[src/rtl/core/sci_div_cell.sv]
// sci_div_cell: one quotient bit of a pipelined restoring divider, x and y axes
// both axes share the divisor, which travels down the row with the item
// no dependencies
`default_nettype none

module sci_div_cell #(
  parameter int DIV_W = 49,
  parameter int LOW_W = 24,
  parameter int PAY_W = 3
) (
  input  wire logic                      clk,
  input  wire logic                      rst_n,
  input  wire logic                      en,
  input  wire logic                      v_i,
  input  wire logic [DIV_W-1:0]          dvs_i,
  input  wire logic [1:0][DIV_W-1:0]     rem_i,
  input  wire logic [1:0][LOW_W-1:0]     low_i,
  input  wire logic [1:0][LOW_W-1:0]     quo_i,
  input  wire logic [PAY_W-1:0]          pay_i,
  output logic                           v_o,
  output logic      [DIV_W-1:0]          dvs_o,
  output logic      [1:0][DIV_W-1:0]     rem_o,
  output logic      [1:0][LOW_W-1:0]     low_o,
  output logic      [1:0][LOW_W-1:0]     quo_o,
  output logic      [PAY_W-1:0]          pay_o
);

  logic [1:0][DIV_W:0]   cur;
  logic [1:0][DIV_W:0]   diff;
  logic [1:0]            ge;
  logic [DIV_W:0]        dvs_ext;
  logic [1:0][DIV_W-1:0] rem_nxt;
  logic [1:0][LOW_W-1:0] low_nxt;
  logic [1:0][LOW_W-1:0] quo_nxt;
  logic                  v_r;
  logic [DIV_W-1:0]      dvs_r;
  logic [1:0][DIV_W-1:0] rem_r;
  logic [1:0][LOW_W-1:0] low_r;
  logic [1:0][LOW_W-1:0] quo_r;
  logic [PAY_W-1:0]      pay_r;

  // shift in the next dividend bit, subtract the divisor when it fits
  always_comb begin
    dvs_ext = {1'b0, dvs_i};
    for (int g = 0; g < 2; g++) begin
      cur[g]     = {rem_i[g], low_i[g][LOW_W-1]};
      diff[g]    = cur[g] - dvs_ext;
      ge[g]      = (cur[g] >= dvs_ext);
      rem_nxt[g] = ge[g] ? diff[g][DIV_W-1:0] : cur[g][DIV_W-1:0];
      low_nxt[g] = {low_i[g][LOW_W-2:0], 1'b0};
      quo_nxt[g] = {quo_i[g][LOW_W-2:0], ge[g]};
    end
  end

  // valid bit
  always_ff @(posedge clk) begin
    if (!rst_n) begin
      v_r <= 1'b0;
    end else if (en) begin
      v_r <= v_i;
    end
  end

  // data registers
  always_ff @(posedge clk) begin
    if (en) begin
      dvs_r <= dvs_i;
      rem_r <= rem_nxt;
      low_r <= low_nxt;
      quo_r <= quo_nxt;
      pay_r <= pay_i;
    end
  end

  assign v_o   = v_r;
  assign dvs_o = dvs_r;
  assign rem_o = rem_r;
  assign low_o = low_r;
  assign quo_o = quo_r;
  assign pay_o = pay_r;

endmodule

`default_nettype wire

[config.mk]
export PLATFORM = sky130hd
export DESIGN_NAME = sci_div_cell
export DESIGN_NICKNAME = d
export VERILOG_FILES = /design/src/rtl/core/sci_div_cell.sv
export SDC_FILE = /design/constraint.sdc
export NUM_CORES = 1
export LEC_CHECK = 0
export BUFFER_PORTS_ARGS = -buffer_cell sky130_fd_sc_hd__buf_2
export CAP_MARGIN = 20
export CORE_AREA = 2 2 192 194
export CTS_BUF_LIST = sky130_fd_sc_hd__clkbuf_2
export CTS_CLUSTER_SIZE = 10
export DETAILED_ROUTE_END_ITERATION = 16
export DIE_AREA = 0 0 194 196
export GPL_ROUTABILITY_DRIVEN = 0
export MAX_ROUTING_LAYER = met4
export PLACE_DENSITY = 0.67
export SLEW_MARGIN = 20
export SYNTH_ARGS = -nofsm -noshare
export SYNTH_HDL_FRONTEND = slang
export SYNTH_SLANG_ARGS = --single-unit
export TNS_END_PERCENT = 30
[constraint.sdc]
create_clock -name clk -period 7.52 [get_ports clk]
set_clock_uncertainty 0.1 [all_clocks]
set_input_delay 0.376 -clock clk [delete_from_list [all_inputs] [get_ports clk]]
set_output_delay 0.376 -clock clk [all_outputs]
set_load 0.005 [all_outputs]
Word-level counts from Yosys, hierarchy flattened --
Index checks and enable logic that the tools add are counted.
Cells by class: multiplexer cells 2, add/sub/neg operators 2, order comparisons 2
Operators with widths (number):
- $ge 50x49->1 | 2
- $mux 49 | 2
- $sub 49x49->49 | 2
Storage, ports and cells: logic and storage cells 15, register bits 245, bits of input ports 250, output and inout port bits 247

Logic depth before layout (Yosys ltp) --
word-level depth 2, depth in mapped cells 16, depth with buffers taken out 14

Worst setup path before layout --
OpenSTA, ideal clock, no wires.
kind input port to flip-flop, start in low_i[23] (netlist name), end reg rem_r, in the netlist rem_o[13], data pin, data required time 7.160 ns, setup time 0.260 ns, path buffers 1, cell stages on the path 14, data arrival time 3.161 ns, slack 3.999 ns, cells stage by stage inv_1 -> ha_1 -> inv_1 -> fa_1 -> a21o_1 -> a221oi_2 -> o31a_1 -> o21ai_2 -> a221oi_2 -> o31ai_2 -> a31o_2 -> nor2_2 -> buf_4 -> mux2_2
RTL lines:
- start, declared | line 17 | input wire logic [1:0][LOW_W-1:0] low_i,
- end signal, assigned | line 68 | rem_r <= rem_nxt;
- end, declared | line 37 | logic [1:0][DIV_W-1:0] rem_r;

==> reports/metrics.csv <==
metric;value;unit
vias in the first global route;14667;
Arr. time, crit path;5520;ps
post-synthesis sequential area ratio;50.0;%
pwr/cell area;182;nW/um^2
Num CTS Buffers;68;
GRT overflow;0;
CTS tree;built;
Synth cell types;75;
status;finished clean;
Max Root-Sink Buffers;3;
DIE AREA;38000;sq um
r2r worst-path depth;3;
delay-heaviest family, CP;compound AO/OA/AOI/OAI gates;
syn avg cell area;11.4;sq um
# DRC;0;
final slew viol count;0;
Slew headroom;32.7;%
Vias;14326;
commonest register cell after synthesis;edfxtp_1;
first-pass GRT wire length;81.2;mm
largest net degree at the start of global routing;99;
Initial DRC Count;951;
Tightest Pin Transition;1010;ps
CTS resizes;0;
Worst-Skew Late Latency;870;ps
layout cell share with drive strength beyond 1;31.6;%
CP startpoint kind;primary input;
first-pass detailed-route iteration total;5;
final setup fails;0;
Layout area overhead;48.6;%
Routed Wire Length;54.0;mm
worst IR drop on VDD;122;uV
RSZ-0062 raised after global routing;no;
FF/Latch Area;7350;sq um
Antenna Violating Nets Remaining;0;
asr flop ratio synth;0;%
Final Critical Period;4920;ps
WP depth;15;
critical path's largest stage delay;780;ps
critical path peak fanout;28;
setup repair bufs after CTS;0;
area of the multi-input gates;6860;sq um
FMAX;203;MHz
Synth Warn #;0;
Die Wd;194;um
post-synthesis instance area;14700;sq um
setup TNS;0;ps
Sink Count;245;
antenna violations before repair;10;
CP Capture Type;flip-flop;
CTS clock-pin slew for the worst setup and hold paths;110;ps
WP data required;8120;ps
Post-synth EDFFs;244;
hold crit path type;primary input to flip-flop;
PortBufs;492;
CP bufs+invs;4;
Core ar.;36100;sq um
CTS H-tree depth;3;
Ports;497;
Place WS;2310;ps
P_leak;9.67;nW
worst hold path depth;2;
synthesized flop and latch total;245;
Vias per Instance;5.33;
Synth Instances;1286;
period utilisation layout;65.4;%
Final #Nets;2524;
clock root cell;clkbuf_2;
total track usage;28.5;%
crit path max-delay cell type;nor2_4;
Crit Path Class;primary input to flip-flop;
WL/cell;20.1;um
Final Worst Setup Slack;2600;ps
critical path cell sequence;dlygate4sd3_1 -> buf_2 -> ha_1 -> inv_1 -> fa_1 -> a21o_1 -> a221oi_2 -> o31a_1 -> o21ai_2 -> a221oi_2 -> o31ai_2 -> a31o_2 -> nor2_4 -> mux2_2 -> dlygate4sd3_1;
maxcap violations;0;
Rows;70;
fill cell count;2864;
Initial Utilization;40.7;%
Final HPWL DP;37.0;mm
final hold vios;0;
Die H;196;um
[placed cells by master (no fill, tap or decap), drive strengths merged, types with 5 or more instances in the layout]
| cell | instances |
|---|---|
| ha | 98 |
| and2 | 12 |
| xnor2 | 55 |
| clkinv | 15 |
| xor2 | 26 |
| edfxtp | 244 |
| dlygate4sd3 | 357 |
| a31oi | 13 |
| nor3b | 5 |
| nor3 | 17 |
| nand4 | 22 |
| inv | 78 |
| nand2b | 13 |
| o21a | 13 |
| buf | 499 |
| diode | 10 |
| a21o | 55 |
| o21ai | 67 |
| and3 | 14 |
| o31ai | 10 |
| clkbuf | 88 |
| a21boi | 8 |
| nor2b | 15 |
| nor4 | 6 |
| a211oi | 14 |
| mux2 | 80 |
| a21oi | 119 |
| mux2i | 10 |
| o211ai | 6 |
| o21bai | 18 |
| nor2 | 56 |
| nand2 | 82 |
| nand3 | 31 |
[registers in the layout (all words and copies together), names as in the netlist]
register,cells
dvs_o,49
quo_o,48
v_o,1
low_o,46
pay_o,3
rem_o,98
[cells in the mapped netlist (all sizes together), types with 4 or more instances]
cell type | count | area, sq um
nor2 | 56 | 213
a31oi | 13 | 96.3
o31ai | 10 | 80.1
a21oi | 119 | 603
and3 | 14 | 87.6
clkbuf | 25 | 93.8
ha | 98 | 1230
xnor2 | 55 | 482
or2 | 4 | 25.0
o22ai | 4 | 25.0
mux2 | 80 | 957
o21a | 13 | 97.6
nor4 | 6 | 37.5
nand2b | 13 | 81.3
a21boi | 8 | 60.1
o21ai | 67 | 339
nor3 | 17 | 85.1
buf | 14 | 103
inv | 77 | 289
a221oi | 4 | 47.6
nor2b | 15 | 93.8
mux2i | 10 | 100
and2 | 12 | 75.1
o21bai | 18 | 135
xor2 | 26 | 228
edfxtp | 244 | 7330
o211ai | 6 | 45.0
nand4 | 22 | 138
nand2 | 82 | 308
a21o | 55 | 413
a211oi | 14 | 130
nor3b | 5 | 37.5
nand3 | 31 | 155
[path summary, 6_finish.rpt]
check,start,slack [ps],to
worst max-delay path,dvs_i[0],2600,rem_o[3]
worst min-delay path,low_i[17],110,low_o[18]
worst max register to register,v_o,6280,v_o
worst min register to register,v_o,970,v_o
[report_power, final]
part | total, mW | leakage, nW | switching, mW | internal, mW
combinational | 1.20 | 6.82 | 0.611 | 0.590
sequential | 1.74 | 2.40 | 0.0447 | 1.69
clock | 1.04 | 0.450 | 0.615 | 0.421
total | 3.97 | 9.67 | 1.27 | 2.70
[per-stage QoR]
step           util [%]  instances  total power [mW]  hold WS, ps  instance area, sq um
2_1_floorplan         -       1287              2.36          375                 14700
3_3_place_gp       48.8       2215              2.76          391                 17600
3_5_place_dp       48.8       2215              2.78          423                 17600
4_1_cts            60.4       2680              3.95        0.210                 21800
5_1_grt            60.5       2690              4.18         32.7                 21800
6_report           60.5       2690              3.97          113                 21800
[layout make-up]
class | count | share of cell area, %
Timing Repair Buffer | 856 | 28.0
Multi-Input combinational cell | 926 | 31.4
Antenna cell | 10 | 0.115
Inverter | 77 | 1.32
Sequential cell | 245 | 33.7
Tap cell | 468 | 2.68
Clock buffer | 88 | 2.02
Clock inverter | 20 | 0.774
[kinds of logic after synthesis]
kind of cell,Yosys count,share of synthesized area [%]
XOR/XNOR,81,4.83
multiplexers,90,7.20
buffers and inverters,116,3.31
adder cells (fa/ha/maj),100,8.62
flip-flops,245,50.0
AO/OA/AOI/OAI,364,16.2
AND/OR/NAND/NOR,289,9.74
other,1,0.0255
[routing by layer]
metal	share of wire, %	global-route usage (%)
met1	38	31.7
met2	49	47.9
met3	6.9	5.02
met4	5.7	17.6
met5	0	-
[repair_timing]
item / CTS / global route
hold buffers: 357 / 0
endpoints found under the hold margin: 338 / 0
setup endpoints to repair: 0 / 0
No activity file was read; power rests on OpenSTA's default activity.
