File: src/rtl/core/sci_umul.sv
// sci_umul: two unsigned multipliers split into half-width partial products
// two register stages (partial products, then their sum) with a side payload
// no dependencies
`default_nettype none

module sci_umul #(
  parameter int A_WIDTH   = 25,
  parameter int B_WIDTH   = 25,
  parameter int PAY_WIDTH = 1
) (
  input  wire logic                                   clk,
  input  wire logic                                   en,
  input  wire logic [1:0][A_WIDTH-1:0]                op_a,
  input  wire logic [1:0][B_WIDTH-1:0]                op_b,
  input  wire logic [PAY_WIDTH-1:0]                   pay_i,
  output logic      [1:0][A_WIDTH+B_WIDTH-1:0]        prod_o,
  output logic      [PAY_WIDTH-1:0]                   pay_o
);

  localparam int AL     = A_WIDTH / 2;
  localparam int AH     = A_WIDTH - AL;
  localparam int BL     = B_WIDTH / 2;
  localparam int BH     = B_WIDTH - BL;
  localparam int PROD_W = A_WIDTH + B_WIDTH;

  logic [1:0][AL+BL-1:0]  pp_ll_r;
  logic [1:0][AL+BH-1:0]  pp_lh_r;
  logic [1:0][AH+BL-1:0]  pp_hl_r;
  logic [1:0][AH+BH-1:0]  pp_hh_r;
  logic [1:0][PROD_W-1:0] prod_nxt;
  logic [1:0][PROD_W-1:0] prod_r;
  logic [PAY_WIDTH-1:0]   pay1_r;
  logic [PAY_WIDTH-1:0]   pay2_r;

  for (genvar g = 0; g < 2; g++) begin : g_mul
    // partial products of the low and high halves
    always_ff @(posedge clk) begin
      if (en) begin
        pp_ll_r[g] <= op_a[g][AL-1:0] * op_b[g][BL-1:0];
        pp_lh_r[g] <= op_a[g][AL-1:0] * op_b[g][B_WIDTH-1:BL];
        pp_hl_r[g] <= op_a[g][A_WIDTH-1:AL] * op_b[g][BL-1:0];
        pp_hh_r[g] <= op_a[g][A_WIDTH-1:AL] * op_b[g][B_WIDTH-1:BL];
      end
    end

    // aligned sum of the partial products
    always_comb begin
      prod_nxt[g] = (PROD_W'(pp_hh_r[g]) << (AL + BL))
                  + (PROD_W'(pp_hl_r[g]) << AL)
                  + (PROD_W'(pp_lh_r[g]) << BL)
                  + PROD_W'(pp_ll_r[g]);
    end
  end

  // second stage and payload alignment
  always_ff @(posedge clk) begin
    if (en) begin
      prod_r <= prod_nxt;
      pay1_r <= pay_i;
      pay2_r <= pay1_r;
    end
  end

  assign prod_o = prod_r;
  assign pay_o  = pay2_r;

endmodule

`default_nettype wire

File: config.mk
export PLATFORM = sky130hd
export DESIGN_NAME = sci_umul
export DESIGN_NICKNAME = d
export VERILOG_FILES = /design/src/rtl/core/sci_umul.sv
export SDC_FILE = /design/constraint.sdc
export NUM_CORES = 2
export LEC_CHECK = 0
export BUFFER_PORTS_ARGS = -buffer_cell sky130_fd_sc_hd__buf_2
export CORE_MARGIN = 5
export CORE_UTILIZATION = 40
export DETAILED_ROUTE_END_ITERATION = 6
export PLACE_DENSITY_LB_ADDON = 0.3
export SETUP_SLACK_MARGIN = 0.02
export SYNTH_ARGS = -nofsm -noshare
export SYNTH_HDL_FRONTEND = slang
export SYNTH_SLANG_ARGS = --single-unit
export TNS_END_PERCENT = 100
File: constraint.sdc
create_clock -name clk -period 8 [get_ports clk]
set_clock_uncertainty 0.15 [all_clocks]
set_input_delay 0.4 -clock clk [delete_from_list [all_inputs] [get_ports clk]]
set_output_delay 0.4 -clock clk [all_outputs]
set_load 0.02 [all_outputs]
### Word-level counts from Yosys, hierarchy flattened

Cells that the tools add are included.

* add/sub/neg operators: 6
* multiply operators: 8

Operators by type and width (count)
* 50-bit by 37-bit adder with 50-bit output: 4
* 50-bit by 24-bit adder with 50-bit output: 2
* 13-bit by 13-bit multiplier with 26-bit output: 2
* 12-bit by 13-bit multiplier with 25-bit output: 2
* 13-bit by 12-bit multiplier with 25-bit output: 2
* 12-bit by 12-bit multiplier with 24-bit output: 2

* register bits after elaboration: 302
* input bits: 103
* output and inout port bits: 101
* logic and storage cells: 26

### Longest topological paths before layout

* depth after elaboration: 3
* gate-level depth with buffers: 23

### Worst setup path after synthesis

OpenSTA, ideal clock, no wires.

* path type: in2reg
* start: input op_b[3] (netlist bit)
* end: register pp_hl_r[24] (netlist bit), data pin
* setup time: 264 ps
* arrival time: 5230 ps
* setup slack: 2356 ps
* cell stages on the path: 20
* path buffers: 1
* cells stage by stage: clkbuf_1 nand2_1 fa_1 fa_1 inv_1 fa_1 fa_1 inv_1 fa_1 inv_1 ha_1 a21o_1 or3_1 o21ai_2 o21ai_1 o211a_1 o21a_1 o21a_1 o41ai_2 xnor2_1

* cells in the longest elaborated chain, start to end: 1

Ends and longest elaborated chain
* start, declared: line 14 `input wire logic [1:0][B_WIDTH-1:0] op_b,`
* 13-bit by 12-bit multiplier with 25-bit output: line 41 `pp_hl_r[g] <= op_a[g][A_WIDTH-1:AL] * op_b[g][BL-1:0];`
* end signal, assigned by index: line 41
* end, declared: line 28 `logic [1:0][AH+BL-1:0] pp_hl_r;`

No other way between the ends.
A chain may end at the register's enable or synchronous reset.

### Worst setup path in the final report

* start: input op_b[16] (netlist bit)
* end: register pp_hh_r[23] (netlist bit), data pin

* cells in the longest elaborated chain, start to end: 1

Ends and longest elaborated chain
* 13-bit by 13-bit multiplier with 26-bit output: line 42 `pp_hh_r[g] <= op_a[g][A_WIDTH-1:AL] * op_b[g][B_WIDTH-1:BL];`
* end signal, assigned by index: line 42
* end, declared: line 29 `logic [1:0][AH+BH-1:0] pp_hh_r;`

No other way between the ends.

==> impl_results.md <==
* Endpoint of the worst-slack reg-to-reg timing path: prod_o[48]$_DFFE_PP_
* Clock latency at the later pin of the worst-skew pair at 0.61 ns
* Unrepaired setup endpoints after global routing: no
* Syn_area_per_cell at 9.54 um2
* Peak Freq at 175 MHz
* Clock buffer depth at 3
* GRT Total Usage at 19.1%
* Final period util at 71.6%
* Number of enable-type register cells in the synthesized netlist at 302
* Combinational Power Share at 75.1%
* Min Clock Period, post-route at 5.72 ns
* Reg2reg setup slack at 3.80 ns
* Slew Limit Headroom at 42.9%
* Count of boundary I/O pins at 204
* TritonCTS clock tree: built
* Number of DRC violations after detailed routing at 0
* Clock edge transition at the registers on the reported setup and hold paths at 0.07 ns
* Detail Route Antenna Nets at 0
* Post-layout nets at 7199
* Number of optimization iterations in the first detailed-route pass at 5
* Drt wl/cell at 17.8 um
* Total Wirelength at 131000 um
* Data required time of the critical path at 8.21 ns
* Cell-internal power at 12.7 mW
* Leading cell type in the layout, fill and taps excluded: inv_1
* Ys async rst share at 0%
* Mapped Area at 52900 um2
* Primary flip-flop cell chosen by synthesis mapping: edfxtp_1
* Post-cts gate resize count at 0
* DR vias/cell at 4.97
* CTS Sinks at 302
* Number of max-capacitance violations reported at 0
* CP Depth at 19
* Maximum VDD drop at 288 uV
* Family with the most delay on the worst path: adder cells
* Buffers and inverters on the worst path at 4
* Std cell rows at 133
* Synthesized instance count at 5547
* Area growth from synthesis to final layout at 7.75%
* CORE AREA at 131000 um2
* Setup bufs post-CTS at 0
* Worst Max-Slew Pin Slew at 0.856 ns
* Worst hold path depth at 1
* Number of global-route vias before repair at 39500
* Relative contribution of the clock network to total power at 8.8%
* Hold Slack at 0.104 ns
* Net Count, Synth at 7152
* Maximum fanout along the worst path at 25
* Number of levels in the clock H-tree at 2
* Highest-count cells in the layout ignoring fill and taps: inv_1, fa_1, nand2_1, ha_1, and2_1
* Final Slew Violations at 0
* Number of antenna violations at the first check in global routing at 5
* Classification of the worst setup path: input port to register
* Cts-stage hold buffer count at 1
* Run status: complete, no violations
* Reg2reg path depth at 12
* Worst Path Arrival at 5.94 ns
* Synth cell types at 66
* Final setup violation count at 0
* Remaining global-route overflow at 0
* Part of the total power dissipated in sequential elements at 16.1%
* Starting utilization of the core area at 40.2%
* Worst setup SP type: input port
* HPWL after detailed placement at 99900 um
* Total count of hold-check failures in the final report at 0
* Total CTS buffers at 43
* Number of storage elements in the synthesis netlist at 302
* Die outline height at 374 um
* Most prevalent standard cell on the critical path: fa_1
* Sequential share of the synthesized area at 17.1%
* DRT iter0 DRCs at 1704
* Switching Share at 48.7%
* Count of port buffers added during placement at 203
* Post-layout total power at 24.8 mW
* Overall via count from detail_route at 36700
* Crit path capture type: register
* Min-delay src: en
* Critical-path cell list: buf_2 -> nand2_1 -> fa_1 -> fa_1 -> fa_1 -> inv_1 -> fa_1 -> inv_1 -> fa_1 -> inv_1 -> ha_1 -> and2_1 -> o21ai_0 -> o31ai_1 -> o41ai_2 -> o21ai_1 -> a21o_1 -> a221oi_1 -> xnor2_1
* Root Buffer: clkbuf_16
* Launch instance of the worst register-to-register path: pp_ll_r[14]$_DFFE_PP_
* Max incr delay on CP at 0.59 ns
* Leakage component of the power at 28.6 nW
* Accumulated negative setup slack at 0 ns
* Horizontal die dimension at 374 um
* Min-Delay Path Class: input port to register
* Worst Setup EP: pp_hh_r[23]$_DFFE_PP_
* Overall die area at 140000 um2
* Count of warnings emitted by yosys at 0
* Global placement routability congestion at 0.848
* CP max-delay cell: fa_1
* Largest net degree at the start of global routing at 126
* Wire length of the first global-routing pass at 214000 um
* Power dissipated by switching net loads at 12.1 mW
* Share of post-route cells with drive strength above 1 at 5.44%
* Areal power density over the cells at 435 nW/um2
* CP Launch Point: op_b[16]
-- cells in the mapped netlist (8+ instances only) --
master    number  share of area [%]
nor2_1       100               0.71
o21ai_1       33               0.31
xnor2_1      157                2.6
fa_1         934                 35
or3_1          8              0.095
a211oi_1      13               0.18
nand2_1      839                6.0
and2_1       509                6.0
inv_1       1253                8.9
nand4_1       12               0.14
clkbuf_1     206                1.5
nand3_1       28               0.26
o21bai_1      22               0.31
and3_1        23               0.27
ha_1         568                 13
o21a_1        25               0.35
a31oi_1       11               0.13
xor2_1        65                1.1
a21oi_1      144                1.4
nor3_1        25               0.24
a21o_1        82                1.2
nand2b_1      28               0.33
o21ai_0       50               0.47
edfxtp_1     302                 17
nor2b_1       21               0.25
-- worst register-to-register path, delay by kind of cell, from the launching register on --
family                     cells  cell delay [ns]
adders and majority gates      2             0.87
DFF                            1             0.42
xor gates and xnor gates       1             0.07
AOI/OAI and AO/OA              8             2.30
and+or+nand+nor                1             0.14
-- kinds of logic (layout without fill, tap and decap cells) --
family                     count (synthesis)  after routing  synth area share (%)
DFF                                      302            302                  17.1
AOI/OAI and AO/OA                        445            445                  5.42
other                                      0              4                     0
buffers and inverters                   1460           1539                  10.4
and+or+nand+nor                         1616           1616                  14.6
xor gates and xnor gates                 222            222                  3.67
adders and majority gates               1502           1502                  48.8
-- per-layer routing --
metal  track usage [%]  vias to the layer above  wire length [um]
met2              33.7                      929             64700
met4              5.34                        2              3820
met1              24.9                    18700             56200
li1                  -                    16900                 -
met3              2.37                      191              6580
met5                 0                        -                13
-- power groups by stage --
stage / Clock, mW / Sequential, mW / Combinational (mW)
floorplan: 0 / 4.14 / 13.8
global placement: 0 / 4.05 / 18.3
detailed placement: 0 / 4.05 / 18.7
CTS: 2.27 / 4.02 / 18.8
global route: 2.31 / 4.08 / 21.2
finish: 2.19 / 4.00 / 18.6
-- cell type report --
| type | instances | area [um2] |
|---|---|---|
| Sequential cell | 302 | 9070 |
| Antenna cell | 4 | 10.0 |
| Tap cell | 1755 | 2200 |
| Clock buffer | 47 | 1130 |
| Multi-Input combinational cell | 3785 | 38400 |
| Fill cell | 12800 | 74500 |
| Timing Repair Buffer | 209 | 1090 |
| Inverter | 1253 | 4700 |
| Clock inverter | 30 | 452 |
-- state kept, by name, summed over array words and instances, names as in the netlist --
signal / cells
pay1_r: 1
pay_o: 1
pp_hh_r: 52
pp_hl_r: 50
pp_lh_r: 50
pp_ll_r: 48
prod_o: 100
-- through the flow --
step           area, um2  instances  worst slack, ns  utilization [%]
6_report           57000       7385             2.28             43.4
5_1_grt            57000       7383             2.06             43.4
3_5_place_dp       55400       7303             1.73             42.1
2_1_floorplan      52900       5547             2.36                -
3_3_place_gp       55400       7303             1.79             42.1
4_1_cts            57000       7381             2.39             43.4
-- worst min-delay path by stage --
stage | to | slack (ns)
floorplan | pay_o$_DFFE_PP_ | 0.25
global placement | pay_o$_DFFE_PP_ | 0.25
detailed placement | prod_o[52]$_DFFE_PP_ | 0.26
CTS | prod_o[96]$_DFFE_PP_ | 0.07
global route | prod_o[97]$_DFFE_PP_ | 0.09
finish | prod_o[96]$_DFFE_PP_ | 0.10
No activity file was read; power rests on OpenSTA's default activity.
