`config.mk`:
```
export PLATFORM = sky130hd
export DESIGN_NAME = sci_sqrt_cell
export DESIGN_NICKNAME = d
export VERILOG_FILES = /design/src/rtl/core/sci_sqrt_cell.sv
export SDC_FILE = /design/constraint.sdc
export NUM_CORES = 1
export LEC_CHECK = 0
export BUFFER_PORTS_ARGS = -buffer_cell sky130_fd_sc_hd__buf_2
export CAP_MARGIN = 10
export CORE_ASPECT_RATIO = 0.9
export CORE_MARGIN = 2
export CORE_UTILIZATION = 44
export CTS_BUF_LIST = sky130_fd_sc_hd__clkbuf_16
export DETAILED_ROUTE_END_ITERATION = 8
export HOLD_SLACK_MARGIN = 0.12
export PLACE_DENSITY_LB_ADDON = 0.25
export RECOVER_POWER = 50
export SYNTH_ARGS = -nofsm -noshare
export SYNTH_HDL_FRONTEND = slang
export SYNTH_SLANG_ARGS = --single-unit
```
`constraint.sdc`:
```
create_clock -name clk -period 2.8 [get_ports clk]
set_input_delay 0 -clock clk [delete_from_list [all_inputs] [get_ports clk]]
set_output_delay 0 -clock clk [all_outputs]
set_load 0.02 [all_outputs]
```
`src/rtl/core/sci_sqrt_cell.sv`:
```
// sci_sqrt_cell: one digit of a pipelined integer square root
// takes the next two radicand bits, settles one root bit, passes all on
// no dependencies
`default_nettype none

module sci_sqrt_cell #(
  parameter int ROOT_W = 50,
  parameter int PAY_W  = 1
) (
  input  wire logic                  clk,
  input  wire logic                  rst_n,
  input  wire logic                  en,
  input  wire logic                  v_i,
  input  wire logic [ROOT_W-1:0]     root_i,
  input  wire logic [ROOT_W:0]       rem_i,
  input  wire logic [2*ROOT_W-1:0]   disc_i,
  input  wire logic [PAY_W-1:0]      pay_i,
  output logic                       v_o,
  output logic      [ROOT_W-1:0]     root_o,
  output logic      [ROOT_W:0]       rem_o,
  output logic      [2*ROOT_W-1:0]   disc_o,
  output logic      [PAY_W-1:0]      pay_o
);

  localparam int DISC_W = 2 * ROOT_W;
  localparam int REM_W  = ROOT_W + 1;
  localparam int TRY_W  = ROOT_W + 3;

  logic [TRY_W-1:0]  cur;
  logic [TRY_W-1:0]  trial;
  logic [TRY_W-1:0]  diff;
  logic              ge;
  logic [REM_W-1:0]  rem_nxt;
  logic [ROOT_W-1:0] root_nxt;
  logic [DISC_W-1:0] disc_nxt;
  logic              v_r;
  logic [ROOT_W-1:0] root_r;
  logic [REM_W-1:0]  rem_r;
  logic [DISC_W-1:0] disc_r;
  logic [PAY_W-1:0]  pay_r;

  // trial subtract of 4*root+1 from the shifted remainder
  always_comb begin
    cur      = {rem_i, disc_i[DISC_W-1 -: 2]};
    trial    = {1'b0, root_i, 2'b01};
    diff     = cur - trial;
    ge       = (cur >= trial);
    rem_nxt  = ge ? diff[REM_W-1:0] : cur[REM_W-1:0];
    root_nxt = {root_i[ROOT_W-2:0], ge};
    disc_nxt = {disc_i[DISC_W-3:0], 2'b00};
  end

  // valid bit
  always_ff @(posedge clk) begin
    if (!rst_n) begin
      v_r <= 1'b0;
    end else if (en) begin
      v_r <= v_i;
    end
  end

  // data registers
  always_ff @(posedge clk) begin
    if (en) begin
      root_r <= root_nxt;
      rem_r  <= rem_nxt;
      disc_r <= disc_nxt;
      pay_r  <= pay_i;
    end
  end

  assign v_o    = v_r;
  assign root_o = root_r;
  assign rem_o  = rem_r;
  assign disc_o = disc_r;
  assign pay_o  = pay_r;

endmodule

`default_nettype wire

```
## After elaboration in Yosys (flattened, before gate mapping)

Index checks and enable logic that the tools add are counted.

| storage, ports and cells | value |
|---|---|
| register bits | 201 |
| word-level logic and storage cells | 8 |

| operators by class | value |
|---|---|
| add/subtract/negate cells | 1 |
| mux-type cells | 1 |
| magnitude comparators | 1 |

Operator list:

| operator | number |
|---|---|
| >= comparator 53 x 52 -> 1 bit | 1 |
| 2-to-1 mux 51 bit | 1 |
| subtractor 51 bit | 1 |

## Logic depth before layout (Yosys ltp)

| logic depth | value |
|---|---|
| depth in word-level cells | 2 |
| depth in mapped cells | 14 |

## Least setup slack after synthesis

No wires, ideal clock.

| path | value |
|---|---|
| path type | input to register |
| start | in root_i[15] |
| end | reg rem_r[10], in the netlist rem_o[10], data pin |
| setup slack | 41 ps |
| required time | 2,540 ps |
| stages | 14 |
| setup time | 260 ps |
| arrival time | 2,499 ps |
| cell sequence | inv_1 -> ha_1 -> buf_2 -> and4_1 -> and2_1 -> a221oi_2 -> nor2_1 -> a221oi_4 -> o21ai_2 -> a211o_1 -> o211ai_2 -> o21ai_4 -> buf_6 -> mux2_4 |

| between the ends | value |
|---|---|
| word-level cells in the longest chain between the ends | 2 |

Ends and longest elaborated chain:

| what | RTL line | text |
|---|---|---|
| start, declared | 14 | `input wire logic [ROOT_W-1:0] root_i,` |
| >= comparator 53 x 52 -> 1 bit | 47 | `ge = (cur >= trial);` |
| 2-to-1 mux 51 bit | 48 | `rem_nxt = ge ? diff[REM_W-1:0] : cur[REM_W-1:0];` |
| net rem_nxt[10] | 33 | `logic [REM_W-1:0] rem_nxt;` |
| end signal, assigned | 66 | `rem_r <= rem_nxt;` |
| end, declared | 38 | `logic [REM_W-1:0] rem_r;` |

The timed path passes the listed nets, and every way through them passes these cells.
A chain may end at the register's enable or synchronous reset.

## Worst setup path in the final report

| path | value |
|---|---|
| start | in disc_i[99] |
| end | reg rem_r[44], in the netlist rem_o[44], data pin |

| between the ends | value |
|---|---|
| word-level cells in the longest chain between the ends | 2 |

Ends and longest elaborated chain:

| what | RTL line | text |
|---|---|---|
| start, declared | 16 | `input wire logic [2*ROOT_W-1:0] disc_i,` |
| subtractor 51 bit or >= comparator 53 x 52 -> 1 bit (tied branches) | 46, 47 |  |
| 2-to-1 mux 51 bit (*) | 48 |  |
| net rem_nxt[44] | 33 |  |

Mark *: on every way through the listed nets, which the timed path passes. The rest lies on a longest branch.

==> flow_summary.html <==
<table>
<tr><th>Metric</th><th>Value</th></tr>
<tr><th colspan="2">Yosys</th></tr>
<tr><td>Distinct cell type count after synthesis</td><td>61</td></tr>
<tr><td>Sequential share of the synthesized area</td><td>59.50%</td></tr>
<tr><td>Area share of the largest cell type after synthesis</td><td>59.30%</td></tr>
<tr><td>EDFF count, synth</td><td>200</td></tr>
<tr><td>Most used DFF post-synth</td><td>sky130_fd_sc_hd__edfxtp_1</td></tr>
<tr><td>Share of synthesized registers carrying an async set or reset</td><td>0%</td></tr>
<tr><td>Mean cell area of the mapped netlist</td><td>13.24 um^2</td></tr>
<tr><td>Post-Syn Area</td><td>10,130 um^2</td></tr>
<tr><td>Count of state elements after synthesis</td><td>201</td></tr>
<tr><td>Cell count after synthesis</td><td>765</td></tr>
<tr><td>Warnings, synthesis</td><td>0</td></tr>
<tr><td>Synth top cells by count</td><td>sky130_fd_sc_hd__edfxtp_1, sky130_fd_sc_hd__inv_1, sky130_fd_sc_hd__a21oi_1</td></tr>
<tr><td>Cell with the most instances after synthesis</td><td>sky130_fd_sc_hd__edfxtp_1</td></tr>
<tr><td>Ranking of synthesized cells by area</td><td>sky130_fd_sc_hd__edfxtp_1, sky130_fd_sc_hd__mux2_4, sky130_fd_sc_hd__ha_1</td></tr>
<tr><td>Yosys top cell by area</td><td>sky130_fd_sc_hd__edfxtp_1</td></tr>
<tr><th colspan="2">Drt</th></tr>
<tr><td>Final antenna-violating net count</td><td>0</td></tr>
<tr><td>Detailed-router iteration count before antenna repair</td><td>5</td></tr>
<tr><td>Remaining DRCs</td><td>0</td></tr>
<tr><td>Detailed-route wire length per cell</td><td>18.26 um</td></tr>
<tr><td>First DRT Iteration DRCs</td><td>519</td></tr>
<tr><td>Vias</td><td>9,091</td></tr>
<tr><td>Total length of routed wires</td><td>33,270 um</td></tr>
<tr><td>Avg Vias per Cell</td><td>4.990</td></tr>
<tr><th colspan="2">Global routing</th></tr>
<tr><td>Pin count of the biggest net entering global routing</td><td>83</td></tr>
<tr><td>GRT overflow</td><td>0</td></tr>
<tr><td>Aggregate global-route resource usage</td><td>26.19%</td></tr>
<tr><td>Vias in the first global route</td><td>9,196</td></tr>
<tr><td>Wire length of the first global-routing pass</td><td>49,150 um</td></tr>
<tr><td>Number of antenna violations at the first check in global routing</td><td>8</td></tr>
<tr><th colspan="2">STA</th></tr>
<tr><td>Max-slew violation count</td><td>82</td></tr>
<tr><td>Setup TNS</td><td>0 ns</td></tr>
<tr><td>Highest clock frequency the design can meet</td><td>0.3785 GHz</td></tr>
<tr><td>Ratio of final minimum period to clock period</td><td>94.36%</td></tr>
<tr><td>Count of final hold-check violations</td><td>0</td></tr>
<tr><td>Slew Limit Headroom</td><td>-50.03%</td></tr>
<tr><td>Setup violations, final</td><td>0</td></tr>
<tr><td>Shortest clock period the worst path allows after layout</td><td>2.642 ns</td></tr>
<tr><td>Setup skew after layout</td><td>0 ns</td></tr>
<tr><td>Slew at the pin closest to its max-slew limit</td><td>2.250 ns</td></tr>
<tr><td>Setup ws final</td><td>0.1578 ns</td></tr>
<tr><th colspan="2">Worst setup path</th></tr>
<tr><td>Critical setup path kind</td><td>in2reg</td></tr>
<tr><td>Maximum fanout count along the critical path</td><td>4</td></tr>
<tr><td>Slowest stage cell on the critical path</td><td>sky130_fd_sc_hd__dlygate4sd3_1</td></tr>
<tr><td>Series of cell instances along the critical path</td><td>dlygate4sd3_1 &gt; buf_2 &gt; inv_1 &gt; ha_1 &gt; nor2b_2 &gt; o31a_1 &gt; o21ai_1 &gt; buf_4 &gt; nand3_2 &gt; a21oi_2 &gt; o21a_1 &gt; o21a_2 &gt; buf_4 &gt; buf_4 &gt; nor3_1 &gt; nor3_1 &gt; mux2_4</td></tr>
<tr><td>Crit start category</td><td>input port</td></tr>
<tr><td>Req. time, crit path</td><td>3.06 ns</td></tr>
<tr><td>Critical Path Max Stage Delay</td><td>0.53 ns</td></tr>
<tr><td>Cell seen most often among critical-path stages</td><td>sky130_fd_sc_hd__buf_4</td></tr>
<tr><td>Crit path DAT</td><td>2.90 ns</td></tr>
<tr><td>Kind of end point of the critical path</td><td>flip-flop</td></tr>
<tr><th colspan="2">Die</th></tr>
<tr><td>Site row count</td><td>52</td></tr>
<tr><td>Core Area</td><td>22,580 um^2</td></tr>
<tr><td>Starting density of the core</td><td>44.86%</td></tr>
<tr><td>Die area</td><td>24,250 um^2</td></tr>
<tr><td>DIE WIDTH</td><td>163.9 um</td></tr>
<tr><td>Vert. Die Dim</td><td>147.9 um</td></tr>
<tr><td>Count of boundary I/O pins</td><td>409</td></tr>
<tr><th colspan="2">Clock network</th></tr>
<tr><td>Htree depth</td><td>1</td></tr>
<tr><td>Root cell of the clock tree</td><td>sky130_fd_sc_hd__clkbuf_16</td></tr>
<tr><td>Number of buffers created by CTS</td><td>22</td></tr>
<tr><td>Clock tree from TritonCTS</td><td>done</td></tr>
<tr><td>Maximum clock path buffer count</td><td>3</td></tr>
<tr><td>Clock Latency Late Sink</td><td>0.51 ns</td></tr>
<tr><td>Clock slew seen by the registers of the worst setup and hold paths</td><td>0.06 ns</td></tr>
<tr><td>Clock Sink Count</td><td>201</td></tr>
<tr><th colspan="2">Placement</th></tr>
<tr><td>Placer's final routability congestion estimate</td><td>0.8782</td></tr>
<tr><td>Worst-case setup slack after placement</td><td>-0.3083 ns</td></tr>
<tr><td>Placed wire-length estimate after detailed placement</td><td>22,960 um</td></tr>
<tr><td>PortBufs</td><td>406</td></tr>
<tr><th colspan="2">Layout</th></tr>
<tr><td>Synth-to-Final Area Change</td><td>59.03%</td></tr>
<tr><td>Fraction of layout instances using a drive strength above 1</td><td>38.87%</td></tr>
<tr><td>Filler Cells Inserted</td><td>1,540</td></tr>
<tr><td>Nets</td><td>1,761</td></tr>
<tr><th colspan="2">Outcome</th></tr>
<tr><td>Failing checks</td><td>capacitance limit, slew limit</td></tr>
<tr><td>Outcome</td><td>complete, but fails checks</td></tr>
<tr><th colspan="2">Power and ir drop</th></tr>
<tr><td>Peak supply drop</td><td>0.4967 mV</td></tr>
<tr><td>Power density normalized to cell area</td><td>552.3 nW/um^2</td></tr>
<tr><td>Static leakage</td><td>7.400 nW</td></tr>
<tr><th colspan="2">Min path</th></tr>
<tr><td>Worst Hold Class</td><td>in2reg</td></tr>
<tr><th colspan="2">Run</th></tr>
<tr><td>Max-cap check violation count</td><td>1</td></tr>
</table>
critical path: cells and delay by family:
family,cells,cell delay [ns]
AOI/OAI and AO/OA,5,0.72
adders and majority gates,1,0.22
and+or+nand+nor,4,0.51
buffers and inverters,6,1.16
muxes,1,0.26
cells in the final DEF (no fill, tap or decap), drive strengths merged, types with 3 or more instances in the layout:
cell type / n
buf: 488
dlygate4sd3: 202
edfxtp: 200
inv: 73
clkbuf: 69
a21oi: 54
ha: 52
mux2: 49
o21ai: 41
nand2: 36
nor2: 35
a21o: 30
xnor2: 25
xor2: 19
nand4: 15
nor3: 15
nand3: 12
diode: 7
o21a: 7
a211oi: 7
clkinv: 7
or3: 6
o211ai: 6
a31oi: 6
o21bai: 6
nor2b: 5
and2: 4
nand2b: 4
a211o: 3
nor4: 3
or2: 3
a21boi: 3
and3: 3
routing by layer:
metal / wire [um] / vias up / share of wire (%) / GRT usage, %
li1: - / 4358 / - / -
met1: 12600 / 4307 / 38 / 29.76
met2: 17100 / 358 / 51 / 48.32
met3: 2231 / 66 / 6.7 / 5.303
met4: 1323 / 2 / 4.0 / 9.693
met5: 13 / - / 0.039 / 0
cells by family after synthesis:
kind of cell,share of synthesized area (%)
xor gates and xnor gates,3.805
other,0.03703
adders and majority gates,6.424
and+or+nand+nor,7.339
AOI/OAI and AO/OA,11.81
muxes,7.388
DFF,59.50
buffers and inverters,3.694
layout make-up:
| class | count | area [um^2] | area share [%] |
|---|---|---|---|
| multi-input cells | 478 | 3794 | 23.56 |
| clock buffers | 22 | 550.5 | 3.418 |
| diodes | 7 | 17.52 | 0.1088 |
| inverters | 63 | 236.5 | 1.468 |
| repair buffers | 737 | 5030 | 31.23 |
| flip-flops and latches | 201 | 6026 | 37.41 |
| well taps | 297 | 371.6 | 2.307 |
| clock inverters | 17 | 80.08 | 0.4972 |
registers in the layout, summed over array words and instances (netlist names):
| register | cells |
|---|---|
| v_o | 1 |
| pay_o | 1 |
| root_o | 50 |
| disc_o | 98 |
| rem_o | 51 |
final timing paths:
kind	startpoint	to	slack, ns	cells past startpoint
max reg2reg	v_o	v_o	1.60	3
min reg2reg	v_o	v_o	1.11	3
max	disc_i[99]	rem_o[44]	0.16	17
min	rem_i[24]	rem_o[26]	0.16	4
report_power, final:
part	leakage [nW]	switching, W	internal (W)
clock network	0.348	0.00115	0.00142
logic	5.09	0.00134	0.00121
registers	1.97	0.0000857	0.00368
repair_timing:
item / 4_1_cts / 5_1_grt
setup endpoints to repair: 0 / 49
resized for setup: 0 / 17
setup buffers: 0 / 2
endpoints found under the hold margin: 200 / 0
hold buffers: 202 / 0
stage by stage:
stage	total power [W]	hold WS, ns	util (%)	cell area, um^2	cells
CTS	0.008918	0.1576	71.25	16090	1813
global placement	0.006058	0.1768	59.50	13430	1572
finish	0.008895	0.1635	71.34	16110	1822
global route	0.009256	0.1934	71.33	16100	1821
floorplan	0.005127	0.09887	-	10130	766
detailed placement	0.006098	0.1782	59.50	13430	1572
Note: power is estimated with default switching activity, not from simulation.
